[config.mk]
export PLATFORM = sky130hd
export DESIGN_NAME = srap_entry_table
export DESIGN_NICKNAME = d
export VERILOG_FILES = /design/src/design/srap_pkg.sv /design/src/design/srap_entry_table.sv
export SDC_FILE = /design/constraint.sdc
export NUM_CORES = 2
export LEC_CHECK = 0
export ABC_AREA = 0
export BUFFER_PORTS_ARGS = -buffer_cell sky130_fd_sc_hd__buf_2
export CORE_UTILIZATION = 45
export CTS_CLUSTER_SIZE = 16
export DETAILED_ROUTE_END_ITERATION = 10
export HOLD_SLACK_MARGIN = 0.08
export PLACE_DENSITY_LB_ADDON = 0.05
export SLEW_MARGIN = 20
export SYNTH_ARGS = -nofsm -noshare
export SYNTH_HDL_FRONTEND = slang
export SYNTH_SLANG_ARGS = --single-unit
[constraint.sdc]
create_clock -name clk -period 2.35 [get_ports clk]
set_clock_uncertainty 0.1 [all_clocks]
set_input_delay 0.3525 -clock clk [delete_from_list [all_inputs] [get_ports clk]]
set_output_delay 0.3525 -clock clk [all_outputs]
set_load 0.01 [all_outputs]
[src/design/srap_pkg.sv]
// Package for the sequential read-ahead prefetcher.
// Holds field widths, configuration codes and reset values, and the shared struct types.
// No dependencies; every other design file imports it.
`default_nettype none

package srap_pkg;

    // Field widths.
    localparam int POS_W    = 63;
    localparam int LEN_W    = 32;
    localparam int CFG_W    = 32;
    localparam int HANDLE_W = 4;

    // Handle table size and the index width that follows from it.
    localparam int NUM_HANDLES = 16;
    localparam int IDX_W       = (NUM_HANDLES > 1) ? $clog2(NUM_HANDLES) : 1;

    // Configuration port.
    localparam int CFG_IDX_W = 2;

    typedef enum logic [CFG_IDX_W-1:0] {
        CFG_MIN_LENGTH    = 2'd0,
        CFG_WINDOW        = 2'd1,
        CFG_REFILL_MARGIN = 2'd2
    } cfg_index_t;

    localparam logic [CFG_W-1:0] MIN_LENGTH_RST    = 32'd4096;
    localparam logic [CFG_W-1:0] WINDOW_RST        = 32'd1048576;
    localparam logic [CFG_W-1:0] REFILL_MARGIN_RST = 32'd262144;

    // Item kinds.
    localparam logic KIND_READ  = 1'b0;
    localparam logic KIND_RESET = 1'b1;

    // Largest byte position.
    localparam logic [POS_W-1:0] POS_MAX = {POS_W{1'b1}};

    typedef struct packed {
        logic [CFG_W-1:0] min_length;
        logic [CFG_W-1:0] window;
        logic [CFG_W-1:0] refill_margin;
    } cfg_t;

    typedef struct packed {
        logic                kind;
        logic [HANDLE_W-1:0] handle;
        logic                handle_open;
        logic                driver_backed;
        logic [POS_W-1:0]    offset;
        logic [LEN_W-1:0]    length;
        logic [POS_W-1:0]    size_bytes;
    } req_t;

    typedef struct packed {
        logic             accepted;
        logic             sequential;
        logic             hint_issued;
        logic             via_driver;
        logic [POS_W-1:0] ahead_start;
        logic [POS_W-1:0] ahead_end;
    } rsp_t;

    // Per-handle stream state.
    typedef struct packed {
        logic [POS_W-1:0] last_end;
        logic             last_end_known;
        logic [POS_W-1:0] ahead_frontier;
    } entry_t;

    // Write command into the handle table.
    typedef struct packed {
        logic             en;
        logic [IDX_W-1:0] idx;
        entry_t           entry;
    } upd_t;

endpackage

`default_nettype wire

[src/design/srap_entry_table.sv]
// Per-handle stream state table of the read-ahead prefetcher.
// One combinational read port and one write port; reset clears every entry.
// Depends on srap_pkg.
`default_nettype none

module srap_entry_table import srap_pkg::*; (
    input  wire logic             clk,
    input  wire logic             rst_n,
    input  wire logic [IDX_W-1:0] rd_idx,
    output entry_t                rd_entry,
    input  upd_t                  upd
);

    entry_t entry_reg [NUM_HANDLES];

    // The selected entry feeds the policy logic directly.
    assign rd_entry = entry_reg[rd_idx];

    // Entries are cleared by reset and rewritten one at a time afterwards.
    always_ff @(posedge clk or negedge rst_n)
    begin
        if (!rst_n)
        begin
            for (int i = 0; i < NUM_HANDLES; i++)
            begin
                entry_reg[i] <= '0;
            end
        end
        else if (upd.en)
        begin
            entry_reg[upd.idx] <= upd.entry;
        end
    end

endmodule

`default_nettype wire

Word level (Yosys, flattened, before mapping):

Cells that the tools add are included.

* word-level logic and storage cells: 60
* bits in registers: 2032
* input port bits: 138
* output and inout port bits: 127

* order comparisons: 3
* multiplexer cells: 6
* bitwise operators: 2
* reductions and logical operators: 1

Operator list (number)
* $bwmux W2032: 1
* $bmux W127 S4: 1
* $demux W127 S4: 1
* $mux W127: 3
* $ge A5 B5 Y1 const B: 2
* $not A4 Y5: 2
* $lt A5 B1 Y1 const B: 1
* $logic_and A1 B1 Y1: 1

Longest topological paths before layout:

* word-level depth: 6
* gate-level depth with buffers: 9

Least setup slack after synthesis:

OpenSTA, ideal clock, no wires.

* kind: input -> output
* start point: input port rd_idx[1]
* end point: output port rd_entry[0] in the netlist's numbering
* stages on the path: 5
* slack: -0.023 ns
* data arrival time: 1.921 ns
* buffers on the path: 3
* data required time: 1.898 ns
* path through: buf_2 > clkbuf_1 > buf_1 > mux4_2 > mux4_2

RTL lines
* from (decl): line srap_entry_table.sv:9 `input wire logic [IDX_W-1:0] rd_idx,`
* to (decl): line srap_entry_table.sv:10 `output entry_t rd_entry,`

==> load_flow_metrics.sql <==
INSERT INTO impl_metrics (metric_group, metric, value, unit) VALUES
('clock_tree', 'cts.htree.levels', '4', ''),
('timing', 'max_slew_margin', '55.46', '%'),
('route', 'top_layer_used', 'met5', ''),
('global_route', 'grt_pass1_wl', '369.3', 'mm'),
('yosys', 'synth-seq-cells', '2032', ''),
('placement', 'io_buffer_count', '264', ''),
('route', 'met2_wl', '116.5', 'mm'),
('power_and_ir_drop', 'combinational_cell_fraction_of_total_power', '19.0', '%'),
('timing', 'timing.final.crit_period', '2.873', 'ns'),
('clock_tree', 'tritoncts', 'yes', ''),
('route', 'vias', '50127', ''),
('power_and_ir_drop', 'switching_share', '24.62', '%'),
('outcome', 'violations', 'negative setup slack', ''),
('floorplan', 'fp.dieArea', '204200', 'µm²'),
('floorplan', 'io_pins', '265', ''),
('cells_and_area', 'sequential_cell_area_in_the_final_layout', '50850', 'µm²'),
('yosys', 'synth-seq-area-share', '55.82', '%'),
('timing', 'finalWorstSetupSlack', '-0.5230', 'ns'),
('timing', 'max_slew_vio_count', '0', ''),
('worst_setup_path', 'critical_path.max_fanout', '2', ''),
('timing', 'setup-violations-final', '127', ''),
('yosys', 'synth_largest_area_cell', 'sky130_fd_sc_hd__dfrtp_1', ''),
('clock_tree', 'clockBufferDepth', '3', ''),
('power_and_ir_drop', 'internal_power', '77.46', 'mW'),
('timing', 'timing_hold_violations_final', '0', ''),
('worst_setup_path', 'rr_startpoint', 'entry_reg[249]', ''),
('power_and_ir_drop', 'power.static_leakage', '46.54', 'nW'),
('power_and_ir_drop', 'power_density', '941.8', 'nW/µm²'),
('cells_and_area', 'multi_input_comb_area', '38520', 'µm²'),
('cells_and_area', 'largest_reg_flops', '2032', ''),
('worst_setup_path', 'worstPathArrival', '2.42', 'ns'),
('cells_and_area', 'instances_no_fill', '8804', ''),
('route', 'ant_nets', '0', ''),
('yosys', 'synth_top_cell_area_share', '55.82', '%'),
('worst_hold_path', 'worstHoldStart', 'upd[130]', ''),
('floorplan', 'starting_density', '45.43', '%'),
('cells_and_area', 'drive_gt1_share', '61.07', '%'),
('yosys', 'synth_top_cells_by_area', 'sky130_fd_sc_hd__dfrtp_1 56%, sky130_fd_sc_hd__mux2_2 24%, sky130_fd_sc_hd__mux4_2 14%, sky130_fd_sc_hd__buf_2 1.3%, sky130_fd_sc_hd__clkbuf_1 0.79%', ''),
('worst_setup_path', 'worst_setup_path_startpoint', 'entry_reg[1292]', ''),
('yosys', 'synth.distinct_cells', '26', ''),
('route', 'routed-wl-met3', '7.176', 'mm'),
('power_and_ir_drop', 'p_switching', '25.29', 'mW'),
('clock_tree', 'clock_latency', '0.86', 'ns'),
('yosys', 'synthTopCellsByCount', '2032 x sky130_fd_sc_hd__dfrtp_1, 1972 x sky130_fd_sc_hd__mux2_2, 570 x sky130_fd_sc_hd__mux4_2', ''),
('power_and_ir_drop', 'irDropWorstVdd', '697.8', 'µV'),
('floorplan', 'die_y', '451.9', 'µm'),
('timing', 'period_share', '122.3', '%'),
('worst_setup_path', 'worstPathRequired', '1.90', 'ns'),
('route', 'post_drt_via_cell_ratio', '5.694', ''),
('clock_tree', 'cts.clk_slew.worst_paths', '0.06', 'ns'),
('route', 'drt_first_pass_iters', '5', ''),
('yosys', 'syn-instance-count', '5409', ''),
('yosys', 'asyncSetResetFlopFracSynth', '100.0', '%'),
('route', 'postRouteWirelength', '239.4', 'mm'),
('route', 'wire_per_inst', '27.19', 'µm'),
('worst_setup_path', 'worstSetupPathType', 'register to output port', ''),
('power_and_ir_drop', 'share_seq_of_total_power', '45.8', '%'),
('yosys', 'yosys_warnings', '0', ''),
('global_route', 'antenna_found_initial', '23', ''),
('worst_hold_path', 'holdCritPathClass', 'input pin to register', ''),
('route', 'drt_iter0_markers', '2707', ''),
('cells_and_area', 'layout.filler_cells', '16045', ''),
('outcome', 'run_status', 'complete, but fails checks', ''),
('yosys', 'synth-edff-count', '0', ''),
('route', 'm1WireLength', '109.9', 'mm'),
('floorplan', 'fp-row-count', '164', ''),
('yosys', 'netlist_area', '91090', 'µm²'),
('timing', 'grt_setup_unrepaired', 'yes', ''),
('cells_and_area', 'area_overhead_vs_synth', '19.79', '%'),
('global_route', 'gr-total-overflow', '0', ''),
('worst_setup_path', 'worstSetupStartpointType', 'register', '');
power by group through the flow:
stage | Sequential [mW] | Clock, mW | Combinational [mW]
2_1_floorplan | 46.2 | 0 | 13.6
3_3_place_gp | 47.4 | 0 | 17.7
3_5_place_dp | 47.6 | 0 | 18.2
4_1_cts | 47.1 | 37.2 | 19.5
5_1_grt | 48.1 | 38.6 | 21.1
6_report | 47.0 | 36.2 | 19.5
logic make-up after synthesis:
logic type | Yosys count | share of synthesized area, %
DFF | 2032 | 55.82
AOI/OAI and AO/OA | 114 | 0.8187
muxes | 2673 | 40.12
and+or+nand+nor | 81 | 0.5000
buffers and inverters | 509 | 2.738
worst max path at each step:
stage / endpoint / slack [ns] / cells after the start
5_1_grt: rd_entry[29] / -0.61 / 3
6_report: rd_entry[22] / -0.52 / 3
3_5_place_dp: rd_entry[94] / -0.40 / 6
3_3_place_gp: rd_entry[78] / -0.44 / 8
4_1_cts: rd_entry[20] / -0.61 / 3
2_1_floorplan: rd_entry[12] / -0.02 / 5
layout make-up:
cell class	count	area share, %
inverters	1	0.01032
diodes	4	0.009174
clock buffers	342	6.084
multi-input cells	2868	35.30
well taps	2656	3.046
flip-flops and latches	2032	46.60
repair buffers	833	8.038
clock inverters	68	0.9071
critical path, cell delays in order, from the launching register on:
cell and delay [ns]:
sky130_fd_sc_hd__dfrtp_1 0.39, sky130_fd_sc_hd__mux4_2 0.49, sky130_fd_sc_hd__mux4_2 0.53, sky130_fd_sc_hd__buf_6 0.15
layout by cell type, fill, tap and decap left out, types with 6 or more instances in the layout:
master and count:
sky130_fd_sc_hd__nor2b_1 12, sky130_fd_sc_hd__mux2i_1 71, sky130_fd_sc_hd__buf_4 283, sky130_fd_sc_hd__nor2b_4 30, sky130_fd_sc_hd__mux4_2 570, sky130_fd_sc_hd__clkbuf_8 61
sky130_fd_sc_hd__clkinv_2 30, sky130_fd_sc_hd__buf_6 87, sky130_fd_sc_hd__buf_2 151, sky130_fd_sc_hd__clkbuf_1 58, sky130_fd_sc_hd__a21oi_2 19, sky130_fd_sc_hd__clkbuf_16 223
sky130_fd_sc_hd__nand2_1 16, sky130_fd_sc_hd__a21oi_1 23, sky130_fd_sc_hd__bufinv_16 21, sky130_fd_sc_hd__nor2_4 6, sky130_fd_sc_hd__dfrtp_1 2032, sky130_fd_sc_hd__dlygate4sd3_1 132
sky130_fd_sc_hd__nor3_2 6, sky130_fd_sc_hd__a211oi_2 33, sky130_fd_sc_hd__mux2_2 1972, sky130_fd_sc_hd__buf_12 177, sky130_fd_sc_hd__a211oi_1 6, sky130_fd_sc_hd__inv_6 6
sky130_fd_sc_hd__mux2_1 30, sky130_fd_sc_hd__mux2_4 30, sky130_fd_sc_hd__o22ai_2 6, sky130_fd_sc_hd__o221ai_2 11
repair_timing:
item / 4_1_cts / 5_1_grt
gates resized for setup: 226 / 46
pin swaps: 47 / 9
hold buffers: 133 / 0
endpoints found under the setup margin: 127 / 127
buffers inserted: 23 / 23
endpoints found under the hold margin: 3874 / 0
stage by stage:
stage                     TNS, ns  setup slack [ns]  hold WS, ns  power, mW  utilization [%]
after global placement     -37.02           -0.4353       0.2121      65.13            49.14
after global routing       -65.61           -0.6083       0.1303      107.8            54.42
after CTS                  -63.32           -0.6081      0.09387      103.7            54.21
after detailed placement   -37.53           -0.4041       0.2104      65.85            49.14
final                      -52.79           -0.5230       0.1563      102.8            54.42
after floorplan           -0.6144          -0.01592     -0.04309      59.80                -
routing by layer:
metal,up-vias,global-route usage [%]
li1,21433,-
met1,27637,34.22
met2,701,39.12
met3,338,3.393
met4,18,5.975
met5,-,0
No activity file was read; power rests on OpenSTA's default activity.
